### src/design/assert_macros.svh
// Assertion macros shared by the scheduler RTL.
// Users must have clk and arst_n in scope.
`ifndef ASSERT_MACROS_SVH
`define ASSERT_MACROS_SVH

// Expression must hold at every clock edge outside reset.
`define ASSERT_ALWAYS(lbl, expr, msg) \
	lbl: assert property (@(posedge clk) disable iff (!arst_n) (expr)) else $error(msg);

// Consequent must hold in the cycle after the antecedent.
`define ASSERT_NEXT(lbl, ante, cons, msg) \
	lbl: assert property (@(posedge clk) disable iff (!arst_n) (ante) |=> (cons)) else $error(msg);

`endif

### src/design/dsos_pkg.sv
// Shared types and constants for the disk seek order scheduler.
// No dependencies.
package dsos_pkg;

	localparam int MAX_REQUESTS = 32;
	localparam int CYL_W = 16;
	localparam int CCOUNT_W = 17;
	localparam int SEEK_W = 22;
	localparam int CFG_W = 17;
	localparam int CFG_IDX_W = 2;
	localparam int CNT_W = $clog2(MAX_REQUESTS + 1);
	localparam int REM_W = $clog2(MAX_REQUESTS + 3);

	localparam logic [SEEK_W-1:0] SEEK_MAX = '1;

	localparam logic [1:0] POLICY_FCFS  = 2'd0;
	localparam logic [1:0] POLICY_SCAN  = 2'd1;
	localparam logic [1:0] POLICY_CSCAN = 2'd2;

	localparam logic [CFG_IDX_W-1:0] REG_POLICY = 2'd0;
	localparam logic [CFG_IDX_W-1:0] REG_CCOUNT = 2'd1;
	localparam logic [CFG_IDX_W-1:0] REG_START  = 2'd2;
	localparam logic [CFG_IDX_W-1:0] REG_SWEEP  = 2'd3;

	typedef struct packed {
		logic             valid;
		logic             wrapped;
		logic [CYL_W-1:0] value;
	} cell_t;

	typedef enum logic [2:0] {
		OP_HOLD,
		OP_INSERT,
		OP_APPEND,
		OP_POP,
		OP_ROTATE,
		OP_CLEAR
	} chain_op_t;

	typedef struct packed {
		logic             valid;
		logic             travel;
		logic             last;
		logic [CYL_W-1:0] cyl;
	} stop_t;

endpackage

### src/design/dsos_seek.sv
// Head tracking and saturating seek accumulation; registers each result.
// Depends on dsos_pkg.
module dsos_seek (
	input  logic                        clk,
	input  logic                        arst_n,
	input  logic                        begin_batch,
	input  logic [dsos_pkg::CYL_W-1:0]  start_pos,
	input  logic [dsos_pkg::CYL_W-1:0]  top_cyl,
	input  dsos_pkg::stop_t             stop_s1,
	output logic                        strobe,
	output logic [dsos_pkg::CYL_W-1:0]  served_cylinder,
	output logic                        is_boundary,
	output logic [dsos_pkg::SEEK_W-1:0] seek_so_far,
	output logic                        last_result
);
	import dsos_pkg::*;

	logic [CYL_W-1:0]  head_q;
	logic [SEEK_W-1:0] seek_q;
	logic [CYL_W-1:0]  delta;
	logic [SEEK_W:0]   sum;
	logic [SEEK_W-1:0] seek_next;

	always_comb begin
		delta = (stop_s1.cyl >= head_q) ? (stop_s1.cyl - head_q) : (head_q - stop_s1.cyl);
		sum = {1'b0, seek_q} + (SEEK_W + 1)'(delta);
		if (!stop_s1.travel) begin
			seek_next = seek_q;
		end else if (sum[SEEK_W]) begin
			seek_next = SEEK_MAX;
		end else begin
			seek_next = sum[SEEK_W-1:0];
		end
	end

	always_ff @(posedge clk or negedge arst_n) begin
		if (!arst_n) begin
			head_q <= '0;
			seek_q <= '0;
			strobe <= 1'b0;
		end else begin
			strobe <= stop_s1.valid;
			if (begin_batch) begin
				head_q <= start_pos;
				seek_q <= '0;
			end else if (stop_s1.valid) begin
				head_q <= stop_s1.cyl;
				seek_q <= seek_next;
			end
		end
	end

	always_ff @(posedge clk) begin
		served_cylinder <= stop_s1.cyl;
		is_boundary <= (stop_s1.cyl == '0) || (stop_s1.cyl == top_cyl);
		seek_so_far <= seek_next;
		last_result <= stop_s1.last;
	end

endmodule

### config.mk
export PLATFORM = sky130hd
export DESIGN_NAME = dsos_seek
export DESIGN_NICKNAME = d
export VERILOG_FILES = /design/src/design/assert_macros.svh /design/src/design/dsos_pkg.sv /design/src/design/dsos_seek.sv
export SDC_FILE = /design/constraint.sdc
export NUM_CORES = 1
export LEC_CHECK = 0
export BUFFER_PORTS_ARGS = -buffer_cell sky130_fd_sc_hd__buf_4
export CAP_MARGIN = 0
export CORE_UTILIZATION = 40
export CTS_BUF_LIST = sky130_fd_sc_hd__clkbuf_4 sky130_fd_sc_hd__clkbuf_8 sky130_fd_sc_hd__clkbuf_16
export DETAILED_ROUTE_END_ITERATION = 6
export HOLD_SLACK_MARGIN = 0.1
export MAX_ROUTING_LAYER = met4
export PLACE_DENSITY = 0.72
export SLEW_MARGIN = 25
export SYNTH_ARGS = -nofsm -noshare
export SYNTH_HDL_FRONTEND = slang
export SYNTH_SLANG_ARGS = --single-unit
### constraint.sdc
create_clock -name clk -period 8.2 [get_ports clk]
set_input_delay 2.46 -clock clk [delete_from_list [all_inputs] [get_ports clk]]
set_output_delay 2.46 -clock clk [all_outputs]
set_load 0.01 [all_outputs]
Word level (Yosys, flattened, before mapping)
Cells that the tools add are included.
Widths: inputs -> output; s select.
{"block": "word_totals", "register_bits": 79, "out_inout_bits": 41, "wordCells": 22, "in_bits": 54}
{"block": "classes", "reduce_logical": 3, "n_eq_ne": 1, "muxes": 7, "addsub": 3, "magnitude_cmp": 1}
{"op": "$mux 22", "count": 4}
{"op": "$mux 16", "count": 3}
{"op": "$sub 16x16->16", "count": 2}
{"op": "$add 22x16->23", "count": 1}
{"op": "$eq 16x16->1", "count": 1}
{"op": "$ge 16x16->1", "count": 1}
{"op": "$logic_not 16->1", "count": 1}
{"op": "$reduce_bool 2->1", "count": 1}
{"op": "$logic_or 1x1->1", "count": 1}

Logic depth before layout (Yosys ltp)
Gate-level depths: netlist (run 1).
{"block": "depth", "word_depth": 7, "ltp_mapped": 22, "ltp_nobuf": 20}

Worst setup path after synthesis (run 1)
No wires, ideal clock.
{"block": "synth_path", "kind": "input -> register", "startpoint": "input port stop_s1[13] in the netlist's numbering", "endpoint": "register seek_so_far[20] in the netlist's numbering", "arrival_ps": 6305, "stages": 20, "setup_ps": 121, "n_path_buf": 2, "required_time_ps": 8079, "slack_ps": 1774, "cell_sequence": "inv_1 > ha_1 > buf_2 > a2111oi_2 > o31ai_1 > nor3b_1 > a211oi_4 > buf_2 > a211oi_1 > a31oi_1 > xor2_1 > ha_1 > and4_1 > o21ai_0 > a21oi_1 > o211ai_1 > a21boi_1 > nand3_1 > nor2_1 > mux2_2"}
{"block": "synth_via", "elab_chain_cells": 5, "word_cells_on_any_way": 7, "cone_classes": "add/sub (3); order compare (1); mux (3)"}
{"item": "start: declaration", "line": "dsos_seek.sv:9", "rtl": "input dsos_pkg::stop_t stop_s1,"}
{"item": "$sub 16x16->16 or $ge 16x16->1 (tied branches)", "line": "dsos_seek.sv:25", "rtl": "delta = (stop_s1.cyl >= head_q) ? (stop_s1.cyl - head_q) : (head_q - stop_s1.cyl);"}
{"item": "$mux 16 *", "line": "dsos_seek.sv:25"}
{"item": "$add 22x16->23 *", "line": "dsos_seek.sv:26", "rtl": "sum = {1'b0, seek_q} + (SEEK_W + 1)'(delta);"}
{"item": "$mux 22 *", "line": "dsos_seek.sv:29", "rtl": "end else if (sum[SEEK_W]) begin"}
{"item": "$mux 22 *", "line": "dsos_seek.sv:27", "rtl": "if (!stop_s1.travel) begin"}
{"item": "net seek_next[20]", "line": "dsos_seek.sv:22", "rtl": "logic [SEEK_W-1:0] seek_next;"}
{"item": "end signal: assignment", "line": "dsos_seek.sv:56", "rtl": "seek_so_far <= seek_next;"}
{"item": "end: declaration", "line": "dsos_seek.sv:13", "rtl": "output logic [dsos_pkg::SEEK_W-1:0] seek_so_far,"}
The timed path passes the listed nets; every way through them passes the cells marked *.
A chain may end at the register's enable or synchronous reset.

Final worst setup path (run 1)
{"block": "layout_path", "startpoint": "input port stop_s1[11] in the netlist's numbering", "endpoint": "register seek_q[17]"}
{"block": "layout_via", "elab_chain_cells": 7, "word_cells_on_any_way": 9, "cone_classes": "add/sub (3); order compare (1); mux (5)"}
{"item": "$sub 16x16->16 or $ge 16x16->1 (tied branches)", "line": "dsos_seek.sv:25"}
{"item": "$mux 16 *", "line": "dsos_seek.sv:25"}
{"item": "$add 22x16->23 *", "line": "dsos_seek.sv:26"}
{"item": "$mux 22 *", "line": "dsos_seek.sv:29"}
{"item": "$mux 22 *", "line": "dsos_seek.sv:27"}
{"item": "$mux 22 *", "line": "dsos_seek.sv:46", "rtl": "end else if (stop_s1.valid) begin"}
{"item": "$mux 22 *", "line": "dsos_seek.sv:43", "rtl": "if (begin_batch) begin"}
{"item": "end signal: assignment", "line": "dsos_seek.sv:48", "rtl": "seek_q <= seek_next;"}
{"item": "end: declaration", "line": "dsos_seek.sv:19", "rtl": "logic [SEEK_W-1:0] seek_q;"}
Every way passes the cells marked *; elsewhere a longest branch is shown, timed or not. The select of a mux whose other input is x is not followed.

==> reports/metrics.csv, run 1 <==
metric,value,unit
initial DRC count,249,
Worst Path Arrival,7.26,ns
Setup Crit Path Kind,in2reg,
Port Buffer Count,94,
FILL cells,1201,
die width,117.1,um
num rows,41,
Max Freq,142.0,MHz
Min-Delay Path Class,reg2reg,
Yosys reg bits,79,
slew of the pin with the lowest slew margin,0.6359,ns
Area Overhead vs Synth,21.53,%
Die Y,117.1,um
Clock Sinks,79,
Comb pwr share,40.9,%
max_cap viols,0,
Final Wtd Congestion,0.9169,
Post-synth EDFFs,0,
# hold bufs at CTS,0,
Final Instance Area,6440,sq um
CP max FO,15,
Unique masters post-synth,56,
root buf cell,clkbuf_16,
Final Setup Violations,0,
WHS,0.5551,ns
Nets,811,
GRT Overall Usage,21.70,%
ys async rst share,49.37,%
status,"complete, no violations",
final hold vios,0,
vias in the first global route,4681,
Setup TNS,0,ns
Mapped Cells,629,
DP Wirelength,9.960,mm
fin crit share,85.91,%
worst clock skew,0.01090,ns
Sw Share,35.30,%
ant diodes,0,
"Seq/Total Area, Yosys",33.53,%
clock group share of total power,28.8,%
Worst Path Required,8.42,ns
synth top area cells,"dfrtp_1 18%, dfxtp_1 15%, ha_1 11%",
nature of the critical path endpoint,register,
CTS tree,done,
Routed Antenna Nets,0,
P_sw,537.1,uW
Layout Utilization,50.42,%
die area,13710,sq um
via count,4698,
top-area cell type share of the netlist area,18.42,%
"most common cell after layout, fill and taps aside",buf_4,
CTS Buf Count,9,
part of the power in registers,30.3,%
Residual DRC,0,
clock slew at reported path FFs,0.06,ns
Worst-Skew Late Latency,0.36,ns
Starting Density,41.48,%
Synth area leader,dfrtp_1,
Core Box Area,12770,sq um
I/O pins,95,
Power Total,1522,uW
mean post-synth cell area,8.424,sq um
RSZ-0062 raised after global routing,false,
area post-placement,6111,sq um
first-pass GRT wire length,22.05,mm
Pre-Repair DR Iteration Count,4,
WL per Instance,15.21,um
clock buffer depth,2,
H-tree depth,3,
GR Overflow Total,0,
critical path launch point type,input pin,
post_cts resized,0,
P_leak,0.003031,uW
Final Max Tran Viols,0,
most frequent cells in the layout,"96 x buf_4, 73 x nor2_1, 56 x a21oi_1",
P_int,984.5,uW
initial antenna violation count,0,
syn nets,734,
setup bufs post-CTS,0,
yosys warns,0,
"Primary FF master, synth",dfxtp_1,
drt total wl,13.43,mm
Final min period,7.044,ns
vias per cell,5.320,
Syn Std Cell Area,5299,sq um
Max transition margin,57.47,%
pin count of the biggest net entering global routing,55,
Worst VDD drop,0.1488,mV
pwr dens,236.3,nW/um^2
fraction of layout cells with a size suffix above 1,17.30,%
==> power by group through the flow <==
stage,clock network (uW),registers (uW),logic [uW]
floorplan,0,479,424
global placement,0,468,604
detailed placement,0,469,615
CTS,445,462,621
global route,464,466,696
finish,438,461,623
==> logic make-up (layout without fill, tap and decap cells) <==
logic type	after synthesis	after routing	share of synthesized area, %
buffers and inverters	75	157	5.525
AO/OA/AOI/OAI	169	169	19.98
XOR/XNOR	41	41	6.777
AND/OR/NAND/NOR	187	187	16.51
multiplexers	27	27	5.218
flip-flops	79	79	33.53
adder cells (fa/ha/maj)	51	51	12.47
==> Yosys cell counts (7+ instances only) <==
master	n
a211oi_1	20
a21o_1	8
a21oi_1	56
buf_2	8
clkbuf_1	18
dfrtp_1	39
dfxtp_1	40
ha_1	48
inv_1	45
mux2i_1	22
nand2_1	42
nand3_1	8
nand4_1	7
nor2_1	73
nor3_1	16
nor4_1	9
o21ai_0	40
xnor2_1	14
xor2_1	27
==> worst max-delay path, cell delays in order <==
cell,delay (ns)
buf_4,0.12
inv_1,0.05
ha_1,0.44
nand4_2,0.17
o31ai_1,0.35
nor2_1,0.12
a211oi_4,0.61
buf_4,0.30
mux2i_1,0.23
xnor2_1,0.18
ha_1,0.32
nor2b_1,0.17
o31ai_1,0.40
a21oi_1,0.20
o211ai_1,0.31
a21boi_1,0.24
and2_1,0.21
nor4b_1,0.30
nor3_1,0.07
==> stage by stage <==
| stage | instances | setup slack (ns) |
|---|---|---|
| 6_report | 883 | 1.156 |
| 5_1_grt | 883 | 0.7308 |
| 4_1_cts | 883 | 1.202 |
| 3_5_place_dp | 867 | 0.8660 |
| 3_3_place_gp | 867 | 0.9642 |
| 2_1_floorplan | 629 | 1.774 |
==> layout make-up <==
type	count	area, sq um	area share [%]
Clock buffer	11	246.5	3.827
Clock inverter	5	81.33	1.263
Inverter	45	168.9	2.623
Multi-Input combinational cell	475	3231	50.17
Sequential cell	79	1777	27.59
Tap cell	172	215.2	3.342
Timing Repair Buffer	96	720.7	11.19
==> per-layer routing <==
layer	routed length (um)	vias to the layer above	GRT usage (%)
li1	-	2353	-
met1	6028	2212	25.29
met2	6681	119	37.55
met3	511	14	4.016
met4	208	0	7.342
met5	0	-	-
==> path summary, 6_finish.rpt <==
path | start | endpoint | slack, ns | cells past startpoint
hold / removal | seek_q[15] | seek_so_far[15] | 0.56 | 2
max in group asynchronous | arst_n | head_q[14] | 5.71 | 1
min in group asynchronous | arst_n | seek_q[5] | 2.10 | 1
setup reg to reg | head_q[11] | seek_q[17] | 3.03 | 17
hold reg to reg | seek_q[15] | seek_so_far[15] | 0.56 | 2
setup / recovery | stop_s1[11] | seek_q[17] | 1.16 | 19
==> state kept, by name, summed over array words and instances (netlist names) <==
name             flops
strobe               1
served_cylinder     16
last_result          1
head_q              16
is_boundary          1
seek_q              22
seek_so_far         22
Power figures use the tool's default switching activity.
==> inputs of run 2 (changes only) <==
RECOVER_POWER = 25   (was unset)
==> reports/metrics.csv, run 2 (synthesis results as in run 1) <==
metric,value,unit,change
status,finished with violations,,
violations in the final reports,"max-capacitance violations, max-slew violations",,
WL per Instance,15.26,um,+0.34%
via count,4722,,+0.51%
Starting Density,41.48,%,unchanged
Max Freq,137.3,MHz,-3.3%
pwr dens,238.0,nW/um^2,+0.73%
Min-Delay Path Class,reg2reg,,
max_cap viols,1,,+1
Worst-Skew Late Latency,0.35,ns,about the same
beginning of the worst register-to-register path,head_q[11],,
Nets,811,,unchanged
Port Buffer Count,94,,unchanged
ant diodes,0,,unchanged
nature of the critical path endpoint,register,,
initial antenna violation count,0,,unchanged
Max transition margin,-56.21,%,-110 points
Power Total,1518,uW,-0.27%
Worst Path Required,8.45,ns,+0.03 ns
CTS Buf Count,9,,unchanged
Final Wtd Congestion,0.9169,,unchanged
Regs by FF count,"seek_q: 22 flops, seek_so_far: 22 flops",,
CP max FO,15,,unchanged
Final Instance Area,6376,sq um,-0.99%
setup bufs post-CTS,0,,unchanged
clock buffer depth,2,,unchanged
Worst VDD drop,0.1481,mV,-0.43%
area post-placement,6111,sq um,unchanged
CP top delay family,compound AO/OA/AOI/OAI gates,,
WP depth,19,,unchanged
vias per cell,5.348,,+0.51%
Setup TNS,0,ns,unchanged
clock slew at reported path FFs,0.06,ns,about the same
hold path depth,2,,unchanged
Max stage delay on crit path,0.61,ns,about the same
CTS tree,done,,
worst clock skew,0.01110,ns,+0.0002017 ns
Residual DRC,0,,unchanged
GRT Overall Usage,21.70,%,unchanged
Final Max Tran Viols,40,,+40
slew of the pin with the lowest slew margin,2.343,ns,+1.707 ns
Die Y,117.1,um,unchanged
initial DRC count,261,,+4.8%
Clock Sinks,79,,unchanged
worst path cell trace,clkbuf_1 > inv_1 > ha_1 > nand4_1 > o31ai_1 > nor2_1 > a211oi_4 > buf_4 > mux2i_1 > xnor2_1 > ha_1 > nor2b_1 > o31ai_1 > a21oi_1 > o211ai_1 > a21boi_1 > nand3_1 > nor2_1 > mux2_2,,
"most common cell after layout, fill and taps aside",buf_4,,
Routed Antenna Nets,0,,unchanged
Layout Utilization,49.92,%,-0.50 points
met1 WL,6.068,mm,+0.66%
CP startpoint,stop_s1[1],,
Area Overhead vs Synth,20.33,%,
Core Box Area,12770,sq um,unchanged
CP max-delay cell,a211oi_4,,
die area,13710,sq um,unchanged
drt total wl,13.47,mm,+0.34%
vias in the first global route,4681,,unchanged
pin count of the biggest net entering global routing,55,,unchanged
num rows,41,,unchanged
# hold bufs at CTS,0,,unchanged
highest routed layer,met4,,
most frequent cells in the layout,"78 x buf_4, 73 x nor2_1, 56 x a21oi_1",,
die width,117.1,um,unchanged
Final Setup Violations,0,,unchanged
metal3 WL,502,um,-1.8%
fin crit share,88.83,%,+2.9 points
R2R Path End,seek_so_far[20],,
post_cts resized,0,,unchanged
routed wl met2,6.685,mm,about the same
WHS,0.5551,ns,-0.000008000 ns
RSZ-0062 raised after global routing,false,,
I/O pins,95,,unchanged
internal reg-to-reg setup slack,3.02,ns,about the same
first-pass GRT wire length,22.05,mm,unchanged
Worst Path Arrival,7.53,ns,+0.27 ns
critical path launch point type,input pin,,
final hold vios,0,,unchanged
H-tree depth,3,,unchanged
fraction of layout cells with a size suffix above 1,14.91,%,-2.4 points
GR Overflow Total,0,,unchanged
Setup Crit Path Kind,in2reg,,
worst r2r path cells,17,,unchanged
"Buf+Inv Stages, Crit Path",3,,unchanged
Final min period,7.284,ns,+0.2398 ns
P_leak,0.002969,uW,-2.0%
root buf cell,clkbuf_16,,
DP Wirelength,9.960,mm,unchanged
critical path endpoint,seek_so_far[20],,
Pre-Repair DR Iteration Count,4,,unchanged
[run 2: worst min-delay path by stage]
stage / from / slack [ns] / endpoint
5_1_grt: seek_q[6] / 0.60 / seek_so_far[6]
2_1_floorplan: seek_q[0] / 0.51 / seek_so_far[0]
3_5_place_dp: seek_q[15] / 0.54 / seek_so_far[15]
6_report: seek_q[15] / 0.56 / seek_so_far[15]
4_1_cts: seek_q[15] / 0.55 / seek_so_far[15]
3_3_place_gp: seek_q[0] / 0.53 / seek_so_far[0]
[run 2: layout make-up]
| class | instances | area, sq um |
|---|---|---|
| clock buffer | 11 | 246.5 |
| clock inverter | 5 | 81.33 |
| fill | 1224 | 6397 |
| inverter | 45 | 168.9 |
| multi-input combinational | 475 | 3231 |
| sequential | 79 | 1777 |
| tap | 172 | 215.2 |
| timing repair buffer | 96 | 656.9 |
[run 2: report_power, final]
group | internal, uW | switching, uW
combinational | 267 | 352
sequential | 436 | 25.5
clock | 278 | 159
total | 981 | 537
[run 2: routing by layer]
metal  vias up  GRT usage (%)
met2       137          37.55
met5         -              -
met4         0          7.342
met1      2212          25.29
met3        20          4.016
li1       2353              -
[run 2: through the flow]
step | std cells | setup WS (ns)
6_report | 883 | 0.9158
5_1_grt | 883 | 0.4919
4_1_cts | 883 | 1.202
3_5_place_dp | 867 | 0.8660
3_3_place_gp | 867 | 0.9642
2_1_floorplan | 629 | 1.774
[run 2: worst min-delay path: stages (launching register included)]
cell and delay (ns):
dfrtp_1 0.37, nor2_1 0.05, a21oi_1 0.10
==> inputs of run 3 (changes only) <==
BUFFER_PORTS_ARGS = -buffer_cell sky130_fd_sc_hd__buf_2   (was -buffer_cell sky130_fd_sc_hd__buf_4)
==> reports/metrics.csv, run 3 (synthesis results as in run 1) <==
metric,value,unit,change
status,finished with violations,,
violations in the final reports,"max-capacitance violations, max-slew violations",,
Min-Delay Path Class,reg2reg,,
worst r2r path cells,18,,+1
slew of the pin with the lowest slew margin,2.202,ns,-0.1408 ns
Routed Antenna Nets,0,,unchanged
Power Total,1425,uW,-6.1%
Max transition margin,-46.82,%,+9.4 points
die area,13710,sq um,unchanged
CTS Buf Count,9,,unchanged
drt total wl,12.56,mm,-6.8%
Final min period,7.082,ns,-0.2019 ns
I/O pins,95,,unchanged
Worst Path Required,8.35,ns,-0.10 ns
Final Wtd Congestion,0.9041,,-1.4%
Max Freq,141.2,MHz,+2.9%
FILL cells,1279,,+4.5%
area post-placement,5883,sq um,-3.7%
final hold vios,0,,unchanged
RSZ-0062 raised after global routing,false,,
Worst VDD drop,0.1774,mV,+20%
hold endpoint,seek_so_far[0],,
Final Setup Violations,0,,unchanged
clock buffer depth,2,,unchanged
Final Max Tran Viols,68,,+70%
DP Wirelength,9.485,mm,-4.8%
CP max FO,19,,+4
Setup TNS,0,ns,unchanged
R2R Path End,seek_q[21],,
ant diodes,0,,unchanged
clock group share of total power,26.1,%,-2.7 points
GRT Overall Usage,20.34,%,-1.4 points
hold path depth,2,,unchanged
num rows,41,,unchanged
fin cells,884,,+0.11%
post_cts resized,0,,unchanged
Starting Density,41.48,%,unchanged
beginning of the worst register-to-register path,head_q[13],,
pin count of the biggest net entering global routing,55,,unchanged
Clock Sinks,79,,unchanged
Setup Crit Path Kind,in2reg,,
"most common cell after layout, fill and taps aside",buf_2,,
internal reg-to-reg setup slack,3.18,ns,+0.16 ns
H-tree depth,3,,unchanged
via count,4649,,-1.5%
initial antenna violation count,0,,unchanged
register area,1777,sq um,unchanged
most frequent cells in the layout,"76 x buf_2, 73 x nor2_1, 56 x a21oi_1",,
Core Box Area,12770,sq um,unchanged
Port Buffer Count,94,,unchanged
area occupied by multi-input gates,3229,sq um,about the same
# hold bufs at CTS,0,,unchanged
nature of the critical path endpoint,register,,
P_leak,0.002893,uW,-2.6%
Final Instance Area,6137,sq um,-3.7%
Sw Share,36.81,%,+1.4 points
max_cap viols,2,,+1
fin crit share,86.37,%,-2.5 points
first-pass GRT wire length,20.71,mm,-6.1%
part of the power in registers,32.4,%,+2.0 points
initial DRC count,256,,-1.9%
Layout Utilization,48.05,%,-1.9 points
Worst Path Arrival,7.23,ns,-0.30 ns
pwr dens,232.2,nW/um^2,-2.4%
Die Y,117.1,um,unchanged
Hold Startpoint,seek_q[0],,
Pre-Repair DR Iteration Count,6,,+2
setup bufs post-CTS,0,,unchanged
Comb pwr share,41.5,%,+0.7 points
vias per cell,5.259,,-1.7%
fraction of layout cells with a size suffix above 1,14.75,%,-0.16 points
P_sw,524.7,uW,-2.3%
vias in the first global route,4380,,-6.4%
Placed Cells,868,,+0.12%
WL per Instance,14.21,um,-6.9%
Nets,812,,+0.12%
root buf cell,clkbuf_16,,
Area Overhead vs Synth,15.82,%,
CTS tree,done,,
P_int,900.7,uW,-8.2%
Residual DRC,0,,unchanged
GR Overflow Total,0,,unchanged
worst clock skew,0.007961,ns,-0.003141 ns
Regs by FF count,"seek_q: 22 flops, seek_so_far: 22 flops",,
clock slew at reported path FFs,0.06,ns,about the same
die width,117.1,um,unchanged
Worst-Skew Late Latency,0.35,ns,about the same
critical path launch point type,input pin,,
## run 3: cell types whose count changed in the layout (fill, tap and decap cells not counted)
| cell | delta |
|---|---|
| and2_1 | +1 |
| and2_2 | -1 |
| clkinv_2 | +2 |
| clkinv_4 | -1 |
| bufinv_16 | -2 |
| buf_2 | +76 |
| buf_4 | -75 |
| clkbuf_1 | +1 |
## run 3: metrics by stage
step / setup slack [ns] / hold WS [ns]
2_1_floorplan: 1.774 / 0.5073
3_3_place_gp: 1.051 / 0.5416
3_5_place_dp: 0.9387 / 0.5364
4_1_cts: 1.295 / 0.5620
5_1_grt: 0.6970 / 0.6114
6_report: 1.118 / 0.5591
## run 3: worst max path at each step
stage / from / to / slack [ns] / depth (start not counted)
3_3_place_gp: stop_s1[13] / seek_so_far[20] / 1.05 / 20
5_1_grt: stop_s1[13] / seek_q[21] / 0.70 / 20
4_1_cts: stop_s1[13] / seek_q[21] / 1.30 / 20
3_5_place_dp: stop_s1[13] / seek_so_far[20] / 0.94 / 20
2_1_floorplan: stop_s1[13] / seek_so_far[20] / 1.77 / 20
6_report: stop_s1[13] / seek_q[21] / 1.12 / 20
## run 3: power groups by stage
stage                     combinational [uW]  clock [uW]  sequential, uW
after floorplan                          424           0             479
after global placement                   584           0             469
after detailed placement                 588           0             470
after CTS                                591         380             463
after global routing                     671         398             469
final                                    592         372             461
## run 3: cell type report
cell class / instances / area share, %
multi-input cells: 475 / 52.62
flip-flops and latches: 79 / 28.95
repair buffers: 97 / 7.666
clock buffers: 12 / 4.139
well taps: 172 / 3.507
inverters: 45 / 2.752
clock inverters: 4 / 0.3670
## run 3: critical path, stage by stage
cell and delay (ns):
clkbuf_1 0.24, inv_1 0.08, ha_1 0.42, a2111oi_2 0.47, o31ai_1 0.16, nor3b_1 0.35
a211oi_4 0.12, buf_4 0.23, a211oi_1 0.27, a31oi_1 0.09, xor2_1 0.16, ha_1 0.36
a21oi_1 0.22, o21ai_0 0.18, or3_1 0.36, o211ai_1 0.20, a21boi_1 0.21, and2_1 0.21
nor3_1 0.29, a311oi_1 0.14
## run 3: routing by layer
layer / up-vias / GRT usage (%) / routed length, um
li1: 2355 / - / -
met5: - / - / 0
met4: 0 / 6.076 / 126
met3: 15 / 4.325 / 621
met1: 2147 / 26.26 / 6038
met2: 132 / 32.03 / 5772
